File: config.mk
export PLATFORM = sky130hd
export DESIGN_NAME = three_wire_rtc_serial_master
export DESIGN_NICKNAME = d
export VERILOG_FILES = /design/src/rtl/twrtc_pkg.sv /design/src/rtl/three_wire_rtc_serial_master.sv /design/src/rtl/twrtc_front.sv /design/src/rtl/twrtc_queue.sv /design/src/rtl/twrtc_back.sv
export SDC_FILE = /design/constraint.sdc
export NUM_CORES = 1
export LEC_CHECK = 0
export ABC_AREA = 1
export BUFFER_PORTS_ARGS = -buffer_cell sky130_fd_sc_hd__buf_4
export CORE_ASPECT_RATIO = 1.2
export CORE_MARGIN = 4
export CORE_UTILIZATION = 60
export DETAILED_ROUTE_END_ITERATION = 8
export PLACE_DENSITY_LB_ADDON = 0.25
export RECOVER_POWER = 25
export SLEW_MARGIN = 0
export SYNTH_ARGS = -nofsm -noshare
export SYNTH_HDL_FRONTEND = slang
export SYNTH_SLANG_ARGS = --single-unit
File: constraint.sdc
create_clock -name i_clk -period 4.45 [get_ports i_clk]
set_input_delay 0.2225 -clock i_clk [delete_from_list [all_inputs] [get_ports i_clk]]
set_output_delay 0.2225 -clock i_clk [all_outputs]
set_load 0.05 [all_outputs]
File: src/rtl/twrtc_pkg.sv
package twrtc_pkg;

    // default number of bytes in a clock burst
    localparam int unsigned BurstBytesDefault = 7;
    // entries of the request queue between front and back
    localparam int unsigned QueueDepthDefault = 2;

    // command byte control bits and the clock burst address
    localparam logic [7:0] CMD_RD = 8'h81;
    localparam logic [7:0] CMD_WR = 8'h80;
    localparam logic [5:0] CLOCK_BURST_ADDR = 6'h1F;

    // operation codes
    localparam logic [1:0] OP_SINGLE_RD = 2'd0;
    localparam logic [1:0] OP_SINGLE_WR = 2'd1;
    localparam logic [1:0] OP_BURST_RD  = 2'd2;
    localparam logic [1:0] OP_BURST_WR  = 2'd3;

    // configuration register indexes
    localparam logic CFG_HALF_BIT = 1'b0;
    localparam logic CFG_SETUP    = 1'b1;

    // one classified tick request
    typedef struct packed {
        logic        start_req;
        logic [1:0]  func;
        logic [7:0]  cmd_byte;
        logic [55:0] write_bytes;
        logic        io_in;
    } t_req;

    // pin levels and status for one tick
    typedef struct packed {
        logic [55:0] read_bytes;
        logic        done_res;
        logic        busy_res;
        logic        io_drive;
        logic        io_out;
        logic        serial_clock;
        logic        chip_enable;
    } t_res;

    // index of the final byte of a transaction (command byte is index 0)
    function automatic logic [3:0] last_byte(input logic [1:0] op, input logic [3:0] burst);
        logic [3:0] res;
        begin
            unique case (op)
                OP_SINGLE_RD: res = 4'd1;
                OP_SINGLE_WR: res = 4'd1;
                OP_BURST_RD:  res = burst;
                OP_BURST_WR:  res = burst + 4'd1;
                default:      res = 4'd1;
            endcase
            return res;
        end
    endfunction

endpackage

File: src/rtl/three_wire_rtc_serial_master.sv
// channel   dir  handshake                        payload
// s_axis    in   s_axis_tvalid / s_axis_tready    tdata: start_req, reg_addr, write_bytes,
//                                                 io_in; tuser: func
// m_axis    out  m_axis_tvalid / m_axis_tready    tdata: chip_enable, serial_clock, io_out,
//                                                 io_drive, busy_res, done_res, read_bytes
// cfg       in   i_cfg_we                         i_cfg_idx, i_cfg_data
//
// one tick request per cycle unless m_axis stalls; the engine does one tick per request
// a request passes the front register, request queue and output register in turn
// reset is synchronous, active low; it clears the engine and sets the timing registers
// a stall on m_axis holds the output register and the engine; the queue and then the
// front register absorb requests until both are full, then s_axis_tready falls
module three_wire_rtc_serial_master #(
    parameter int unsigned BURST_BYTES = twrtc_pkg::BurstBytesDefault,
    parameter int unsigned QUEUE_DEPTH = twrtc_pkg::QueueDepthDefault
) (
    input  logic        i_clk,
    input  logic        i_rst_n,
    input  logic        s_axis_tvalid,
    output logic        s_axis_tready,
    // [0] start_req, [6:1] reg_addr, [62:7] write_bytes, [63] io_in
    input  logic [63:0] s_axis_tdata,
    // [1:0] func
    input  logic [1:0]  s_axis_tuser,
    output logic        m_axis_tvalid,
    input  logic        m_axis_tready,
    // [0] chip_enable, [1] serial_clock, [2] io_out, [3] io_drive, [4] busy_res,
    // [5] done_res, [61:6] read_bytes, [63:62] zero
    output logic [63:0] m_axis_tdata,
    input  logic        i_cfg_we,
    input  logic        i_cfg_idx,
    input  logic [7:0]  i_cfg_data
);

    logic            front_valid;
    logic            q_full;
    logic            q_valid;
    logic            q_pop;
    twrtc_pkg::t_req front_req;
    twrtc_pkg::t_req q_req;
    twrtc_pkg::t_res res;

    // accept and classify requests
    twrtc_front u_front (
        .i_clk         (i_clk),
        .i_rst_n       (i_rst_n),
        .i_valid       (s_axis_tvalid),
        .o_ready       (s_axis_tready),
        .i_start_req   (s_axis_tdata[0]),
        .i_func        (s_axis_tuser),
        .i_reg_addr    (s_axis_tdata[6:1]),
        .i_write_bytes (s_axis_tdata[62:7]),
        .i_io_in       (s_axis_tdata[63]),
        .o_valid       (front_valid),
        .i_ready       (!q_full),
        .o_req         (front_req)
    );

    // request queue
    twrtc_queue #(
        .DEPTH (QUEUE_DEPTH)
    ) u_queue (
        .i_clk   (i_clk),
        .i_rst_n (i_rst_n),
        .i_push  (front_valid),
        .i_data  (front_req),
        .o_full  (q_full),
        .i_pop   (q_pop),
        .o_valid (q_valid),
        .o_data  (q_req)
    );

    // serial engine
    twrtc_back #(
        .BURST_BYTES (BURST_BYTES)
    ) u_back (
        .i_clk      (i_clk),
        .i_rst_n    (i_rst_n),
        .i_cfg_we   (i_cfg_we),
        .i_cfg_idx  (i_cfg_idx),
        .i_cfg_data (i_cfg_data),
        .i_valid    (q_valid),
        .o_pop      (q_pop),
        .i_req      (q_req),
        .o_valid    (m_axis_tvalid),
        .i_ready    (m_axis_tready),
        .o_res      (res)
    );

    assign m_axis_tdata = {2'b00, res};

endmodule

File: src/rtl/twrtc_front.sv
module twrtc_front (
    input  logic              i_clk,
    input  logic              i_rst_n,
    input  logic              i_valid,
    output logic              o_ready,
    input  logic              i_start_req,
    input  logic [1:0]        i_func,
    input  logic [5:0]        i_reg_addr,
    input  logic [55:0]       i_write_bytes,
    input  logic              i_io_in,
    output logic              o_valid,
    input  logic              i_ready,
    output twrtc_pkg::t_req   o_req
);

    logic            r_valid;
    twrtc_pkg::t_req r_req;
    twrtc_pkg::t_req n_req;
    logic [5:0]      addr;

    // command byte from operation and address
    always_comb begin
        addr = i_func[1] ? twrtc_pkg::CLOCK_BURST_ADDR : i_reg_addr;
        n_req.start_req   = i_start_req;
        n_req.func        = i_func;
        n_req.cmd_byte    = {1'b0, addr, 1'b0}
                          | (i_func[0] ? twrtc_pkg::CMD_WR : twrtc_pkg::CMD_RD);
        n_req.write_bytes = i_write_bytes;
        n_req.io_in       = i_io_in;
    end

    assign o_ready = !r_valid || i_ready;
    assign o_valid = r_valid;
    assign o_req   = r_req;

    // holding stage in front of the queue
    always_ff @(posedge i_clk) begin
        if (!i_rst_n) begin
            r_valid <= 1'b0;
        end else if (o_ready) begin
            r_valid <= i_valid;
        end
        if (i_valid && o_ready) begin
            r_req <= n_req;
        end
    end

endmodule

File: src/rtl/twrtc_queue.sv
module twrtc_queue #(
    parameter int unsigned DEPTH = twrtc_pkg::QueueDepthDefault
) (
    input  logic            i_clk,
    input  logic            i_rst_n,
    input  logic            i_push,
    input  twrtc_pkg::t_req i_data,
    output logic            o_full,
    input  logic            i_pop,
    output logic            o_valid,
    output twrtc_pkg::t_req o_data
);

    localparam int unsigned PtrW = (DEPTH > 1) ? $clog2(DEPTH) : 1;
    localparam int unsigned CntW = $clog2(DEPTH + 1);
    localparam logic [PtrW-1:0] PtrLast = PtrW'(DEPTH - 1);

    twrtc_pkg::t_req r_mem [DEPTH];
    logic [PtrW-1:0] r_wr_ptr;
    logic [PtrW-1:0] r_rd_ptr;
    logic [CntW-1:0] r_count;
    logic            do_push;
    logic            do_pop;

    assign o_full  = (r_count == CntW'(DEPTH));
    assign o_valid = (r_count != '0);
    assign o_data  = r_mem[r_rd_ptr];
    assign do_push = i_push && !o_full;
    assign do_pop  = i_pop && o_valid;

    // storage
    always_ff @(posedge i_clk) begin
        if (do_push) begin
            r_mem[r_wr_ptr] <= i_data;
        end
    end

    // pointers and fill count
    always_ff @(posedge i_clk) begin
        if (!i_rst_n) begin
            r_wr_ptr <= '0;
            r_rd_ptr <= '0;
            r_count  <= '0;
        end else begin
            if (do_push) begin
                r_wr_ptr <= (r_wr_ptr == PtrLast) ? '0 : r_wr_ptr + 1'b1;
            end
            if (do_pop) begin
                r_rd_ptr <= (r_rd_ptr == PtrLast) ? '0 : r_rd_ptr + 1'b1;
            end
            if (do_push && !do_pop) begin
                r_count <= r_count + 1'b1;
            end else if (do_pop && !do_push) begin
                r_count <= r_count - 1'b1;
            end
        end
    end

endmodule

File: src/rtl/twrtc_back.sv
module twrtc_back #(
    parameter int unsigned BURST_BYTES = twrtc_pkg::BurstBytesDefault
) (
    input  logic            i_clk,
    input  logic            i_rst_n,
    input  logic            i_cfg_we,
    input  logic            i_cfg_idx,
    input  logic [7:0]      i_cfg_data,
    input  logic            i_valid,
    output logic            o_pop,
    input  twrtc_pkg::t_req i_req,
    output logic            o_valid,
    input  logic            i_ready,
    output twrtc_pkg::t_res o_res
);

    localparam logic [1:0] PH_IDLE  = 2'd0;
    localparam logic [1:0] PH_SETUP = 2'd1;
    localparam logic [1:0] PH_LOW   = 2'd2;
    localparam logic [1:0] PH_HIGH  = 2'd3;
    localparam logic [3:0] Burst    = 4'(BURST_BYTES);

    logic [7:0]  r_half;
    logic [7:0]  r_setup;
    logic [1:0]  r_phase, n_phase;
    logic [7:0]  r_tick, n_tick;
    logic [2:0]  r_bit, n_bit;
    logic [3:0]  r_byte, n_byte;
    logic [7:0]  r_shift, n_shift;
    logic [1:0]  r_op, n_op;
    logic [55:0] r_wdata, n_wdata;
    logic [55:0] r_gath, n_gath;
    logic        r_out_valid;
    twrtc_pkg::t_res r_out;
    twrtc_pkg::t_res res;

    logic        step;
    logic [7:0]  tick_inc;
    logic        sent;
    logic        n_sent;
    logic        done;
    logic        drive;
    logic [3:0]  next_byte;
    logic [2:0]  gidx;
    logic [2:0]  widx;
    logic [7:0]  wbyte;

    assign step    = i_valid && (!r_out_valid || i_ready);
    assign o_pop   = step;
    assign o_valid = r_out_valid;
    assign o_res   = r_out;

    // configuration registers
    always_ff @(posedge i_clk) begin
        if (!i_rst_n) begin
            r_half  <= 8'd1;
            r_setup <= 8'd3;
        end else if (i_cfg_we) begin
            unique case (i_cfg_idx)
                twrtc_pkg::CFG_HALF_BIT: r_half  <= i_cfg_data;
                twrtc_pkg::CFG_SETUP:    r_setup <= i_cfg_data;
                default: ;
            endcase
        end
    end

    // next byte to send in a write
    always_comb begin
        next_byte = r_byte + 4'd1;
        widx      = 3'(next_byte - 4'd1);
        if (!r_op[0] || next_byte == 4'd0 || next_byte > Burst || next_byte > 4'd7) begin
            wbyte = 8'd0;
        end else begin
            wbyte = r_wdata[8*widx +: 8];
        end
    end

    // one tick of the serial engine
    always_comb begin
        n_phase  = r_phase;
        n_tick   = r_tick;
        n_bit    = r_bit;
        n_byte   = r_byte;
        n_shift  = r_shift;
        n_op     = r_op;
        n_wdata  = r_wdata;
        n_gath   = r_gath;
        done     = 1'b0;
        tick_inc = r_tick + 8'd1;
        sent     = (r_byte == 4'd0) || r_op[0];
        gidx     = 3'(r_byte - 4'd1);
        unique case (r_phase)
            PH_IDLE: begin
                if (i_req.start_req) begin
                    n_op    = i_req.func;
                    n_wdata = i_req.write_bytes;
                    n_gath  = '0;
                    n_shift = i_req.cmd_byte;
                    n_byte  = 4'd0;
                    n_bit   = 3'd0;
                    n_tick  = 8'd0;
                    n_phase = PH_SETUP;
                end
            end
            PH_SETUP: begin
                n_tick = tick_inc;
                if (tick_inc >= r_setup) begin
                    n_tick  = 8'd0;
                    n_phase = PH_LOW;
                end
            end
            PH_LOW: begin
                n_tick = tick_inc;
                if (tick_inc >= r_half) begin
                    if (!sent) begin
                        n_shift = {i_req.io_in, r_shift[7:1]};
                    end
                    n_tick  = 8'd0;
                    n_phase = PH_HIGH;
                end
            end
            PH_HIGH: begin
                n_tick = tick_inc;
                if (tick_inc >= r_half) begin
                    n_tick = 8'd0;
                    if (r_bit == 3'd7) begin
                        if (!sent && r_byte >= 4'd1 && r_byte <= 4'd7) begin
                            n_gath[8*gidx +: 8] = r_gath[8*gidx +: 8] | r_shift;
                        end
                        if (r_byte >= twrtc_pkg::last_byte(r_op, Burst)) begin
                            n_phase = PH_IDLE;
                            done    = 1'b1;
                            n_bit   = 3'd0;
                            n_byte  = 4'd0;
                            n_shift = 8'd0;
                        end else begin
                            n_byte  = next_byte;
                            n_bit   = 3'd0;
                            n_shift = wbyte;
                            n_phase = PH_LOW;
                        end
                    end else begin
                        n_bit = r_bit + 3'd1;
                        if (sent) begin
                            n_shift = {1'b0, r_shift[7:1]};
                        end
                        n_phase = PH_LOW;
                    end
                end
            end
            default: n_phase = PH_IDLE;
        endcase
    end

    // pin levels after the update
    always_comb begin
        n_sent           = (n_byte == 4'd0) || n_op[0];
        drive            = (n_phase == PH_LOW || n_phase == PH_HIGH) && n_sent;
        res.chip_enable  = (n_phase != PH_IDLE);
        res.serial_clock = (n_phase == PH_HIGH);
        res.io_out       = drive && n_shift[0];
        res.io_drive     = drive;
        res.busy_res     = (n_phase != PH_IDLE);
        res.done_res     = done;
        res.read_bytes   = done ? n_gath : 56'd0;
    end

    // engine state
    always_ff @(posedge i_clk) begin
        if (!i_rst_n) begin
            r_phase <= PH_IDLE;
            r_tick  <= '0;
            r_bit   <= '0;
            r_byte  <= '0;
            r_shift <= '0;
            r_op    <= '0;
            r_wdata <= '0;
            r_gath  <= '0;
        end else if (step) begin
            r_phase <= n_phase;
            r_tick  <= n_tick;
            r_bit   <= n_bit;
            r_byte  <= n_byte;
            r_shift <= n_shift;
            r_op    <= n_op;
            r_wdata <= n_wdata;
            r_gath  <= n_gath;
        end
    end

    // output register
    always_ff @(posedge i_clk) begin
        if (!i_rst_n) begin
            r_out_valid <= 1'b0;
        end else if (step) begin
            r_out_valid <= 1'b1;
        end else if (i_ready) begin
            r_out_valid <= 1'b0;
        end
        if (step) begin
            r_out <= res;
        end
    end

    // an idle tick without a start request stays idle
    a_idle_holds: assert property (@(posedge i_clk) disable iff (!i_rst_n)
        step && r_phase == PH_IDLE && !i_req.start_req |=> r_phase == PH_IDLE)
        else $error("engine left idle without a start request");

    // byte counter never passes the final byte
    a_byte_bound: assert property (@(posedge i_clk) disable iff (!i_rst_n)
        r_phase != PH_IDLE |-> r_byte <= twrtc_pkg::last_byte(r_op, Burst))
        else $error("byte index beyond the final byte");

    // write transactions return no read data
    a_write_no_data: assert property (@(posedge i_clk) disable iff (!i_rst_n)
        r_out_valid && r_out.done_res && r_op[0] |-> r_out.read_bytes == 56'd0)
        else $error("read data after a write");

    // data pin is only driven with chip enable high
    a_drive_ce: assert property (@(posedge i_clk) disable iff (!i_rst_n)
        r_out_valid && r_out.io_drive |-> r_out.chip_enable && !r_out.done_res)
        else $error("data pin driven outside a transaction");

endmodule
==> flow_metrics.py <==
metrics = {
    "setup_path": {
        "worst-setup-path-type": "flop to flop",
        "r2r_start": "u_back.r_tick[0]$_SDFFE_PN0P_",
        "endpoint_kind": "flop",
        "path_max_fanout": 33,
        "critPathArrivalTime_ns": 3.80,
        "reg2reg_depth": 16,
        "cp-start-kind": "flop",
        "timing.rr.end": "u_back.o_res[31]$_SDFFCE_PN0P_",
        "required_ns": 4.73,
        "r2r_slack_ns": 0.93,
    },
    "routing": {
        "ant_nets": 0,
        "drc": 0,
        "post_drt_wl_per_cell_um": 18.2,
        "drt_iter0_drc": 1508,
        "wl_mm": 48.5,
        "vias_per_cell": 5.72,
        "drt_pass1_iterations": 5,
        "vias": 15200,
    },
    "power": {
        "p_per_area_nw_per_um2": 730,
        "p_leak_nw": 8.95,
        "ir_worst_vdd_v": 0.000559,
    },
    "die": {
        "rows": 71,
        "die_h_um": 203,
        "io_pins": 146,
        "core_um2": 31400,
        "start_util_pct": 60.8,
        "dieArea_um2": 34700,
        "die_w_um": 171,
    },
    "timing": {
        "holdWs_ns": 0.0384,
        "finClkSkew_ns": 0.0191,
        "slew_viol_final": 0,
        "rsz0062_at_grt": "false",
        "fin_setup_tns_ns": 0,
        "finalHoldViolations": 0,
        "period_needed_ns": 3.52,
        "setup_violations": 0,
        "fmax_ghz": 0.284,
        "relSlewSlack_pct": 23.9,
        "fin_ws_ns": 0.932,
        "period_share_pct": 79.1,
        "worst-slew-pin-transition_ns": 1.14,
    },
    "clock_tree": {
        "clk_pin_slew_ns": 0.06,
        "cts-root-buf": "clkbuf_16",
        "postCtsSetupRepairBufs": 0,
        "cts_tree": "yes",
        "cts_hold_buf": 77,
        "cts.sinks": 424,
        "cts_max_level": 2,
        "clock_path_buffers": 3,
        "cts_resized": 0,
        "cts_buffers": 43,
        "clkLatencyLatePin_ns": 0.55,
    },
    "grt": {
        "grt.overflow.total": 0,
        "grt_pass1_wl_mm": 77.5,
        "antenna_found_initial": 0,
        "track_usage_pct": 27.9,
        "grt_pass1_vias": 14800,
        "grt_max_degree": 115,
    },
    "logic_synthesis": {
        "synth_top_area_share_pct": 41.3,
        "synthDistinctLibCells": 50,
        "synth_warnings": 0,
        "synthCells": 2057,
        "ys_seq_area_share_pct": 58.3,
        "ys_ff_latch": 424,
        "synth_area_per_cell_um2": 9.27,
        "synth_top_area_cell": "edfxtp_1",
        "yosys-top-cells-area": "edfxtp_1, dfxtp_1, nand2_1",
        "netlist_area_um2": 19100,
    },
    "finish": {
        "final_core_util_pct": 71.8,
        "n_fill_cell": 2285,
        "fin_nets": 2346,
        "area_growth_pct": 18.1,
        "drive_gt1_share_pct": 14.3,
        "insertedDiodeCount": 0,
    },
    "place": {
        "dp_slack_ns": 0.981,
        "portBuffers": 143,
        "hpwl_mm": 30.4,
        "gp_congestion": 0.917,
    },
    "hold_path": {
        "hold_depth": 5,
        "holdPathEnd": "u_back.r_half[0]$_SDFFE_PN1P_",
        "min_from": "i_cfg_we",
        "hp-class": "input port to flop",
    },
    "run_status": {
        "status": "complete, no violations",
    },
    "job": {
        "maxCapViolations": 0,
    },
}
how the worst max path moves through the flow:
| stage | from | end | slack [ns] | cells after the start |
|---|---|---|---|---|
| 6_report | u_back.r_tick[0]$_SDFFE_PN0P_ | u_back.o_res[31]$_SDFFCE_PN0P_ | 0.93 | 16 |
| 2_1_floorplan | u_queue.r_count[1]$_SDFFE_PN0P_ | u_queue.r_mem[1][0]$_DFFE_PP_ | 0.62 | 3 |
| 5_1_grt | u_back.r_tick[0]$_SDFFE_PN0P_ | u_back.o_res[31]$_SDFFCE_PN0P_ | 0.66 | 16 |
| 3_5_place_dp | u_back.r_tick[0]$_SDFFE_PN0P_ | u_back.o_res[31]$_SDFFCE_PN0P_ | 0.98 | 16 |
| 4_1_cts | u_back.r_tick[0]$_SDFFE_PN0P_ | u_back.o_res[31]$_SDFFCE_PN0P_ | 0.96 | 16 |
| 3_3_place_gp | u_back.r_tick[0]$_SDFFE_PN0P_ | u_back.o_res[31]$_SDFFCE_PN0P_ | 1.05 | 16 |
area by class of cell:
type / count / area, um2 / area share (%)
Clock buffer: 51 / 1150 / 5.10
Inverter: 210 / 801 / 3.56
Multi-Input combinational cell: 1309 / 6650 / 29.5
Tap cell: 401 / 502 / 2.23
Timing Repair Buffer: 241 / 1990 / 8.86
Sequential cell: 424 / 11100 / 49.4
Clock inverter: 29 / 307 / 1.36
placed cells by master (no fill, tap or decap), drive strengths merged, types with 9 or more instances in the layout:
| cell | instances |
|---|---|
| edfxtp | 262 |
| inv | 208 |
| dlygate4sd3 | 77 |
| clkinv | 23 |
| buf | 104 |
| dfxtp | 162 |
| ha | 37 |
| a31oi | 57 |
| a21oi | 214 |
| nand2 | 491 |
| clkbuf | 111 |
| or2 | 9 |
| nor2 | 90 |
| nand3 | 162 |
| nand4 | 34 |
| o21ai | 167 |
kinds of logic after synthesis:
group / share of synthesized area [%]
and+or+nand+nor: 18.5
AOI/OAI and AO/OA: 13.4
DFF: 58.3
buffers and inverters: 7.02
adders and majority gates: 2.43
xor gates and xnor gates: 0.420
other: 0.0197
per-stage QoR:
stage,instances,power (mW),cell area (um2)
floorplan,2058,10.6,19100
detailed placement,2508,12.6,20300
CTS,2665,16.4,22500
global route,2665,17.3,22500
finish,2665,16.4,22500
global placement,2508,12.5,20300
sequential cells by signal, summed over array words and instances (netlist names), 3 cells and up, named ones only:
register        flops
u_back.r_gath      56
u_back.r_byte       4
u_back.r_wdata     56
u_queue.r_mem     134
u_front.o_req      67
u_back.r_shift      8
u_back.o_res       61
u_back.r_setup      8
u_back.r_bit        3
u_back.r_half       8
u_back.r_tick       8
power by group:
group	internal (mW)	switching, mW
sequential	5.30	0.657
clock	2.15	1.54
combinational	1.77	4.99
Yosys cell counts (all sizes together):
cell / instances
nor3: 7
a31oi: 57
edfxtp: 262
o211ai: 5
o21a: 1
a21boi: 2
a21o: 1
clkinv: 3
nand3: 162
conb: 1
or2: 9
ha: 37
nand2: 491
xnor2: 2
a211oi: 3
o21bai: 1
o31ai: 6
buf: 48
nor2: 90
xor2: 5
o21ai: 167
dfxtp: 162
o211a: 1
inv: 207
nand4: 34
clkbuf: 67
a21oi: 214
o22ai: 7
nand3b: 5
worst max-delay path, stage by stage, from the launching register on:
cell and delay (ns):
dfxtp_1 0.43, ha_1 0.23, nand3_1 0.12, nand3b_1 0.19, xnor2_1 0.28, ha_1 0.30
nand2_1 0.09, a21oi_1 0.05, nor2_1 0.17, nand3_4 0.27, nand2_4 0.30, inv_2 0.09
nand2_2 0.10, nor2_4 0.04, inv_2 0.07, buf_4 0.39, a21oi_1 0.11
routing by layer:
layer	wire length [um]	vias to the layer above	track usage, %
li1	-	7364	-
met1	18600	7128	34.3
met2	24900	596	49.1
met3	2890	151	3.96
met4	2150	0	11.8
met5	0	-	0
No activity file was read; power rests on OpenSTA's default activity.
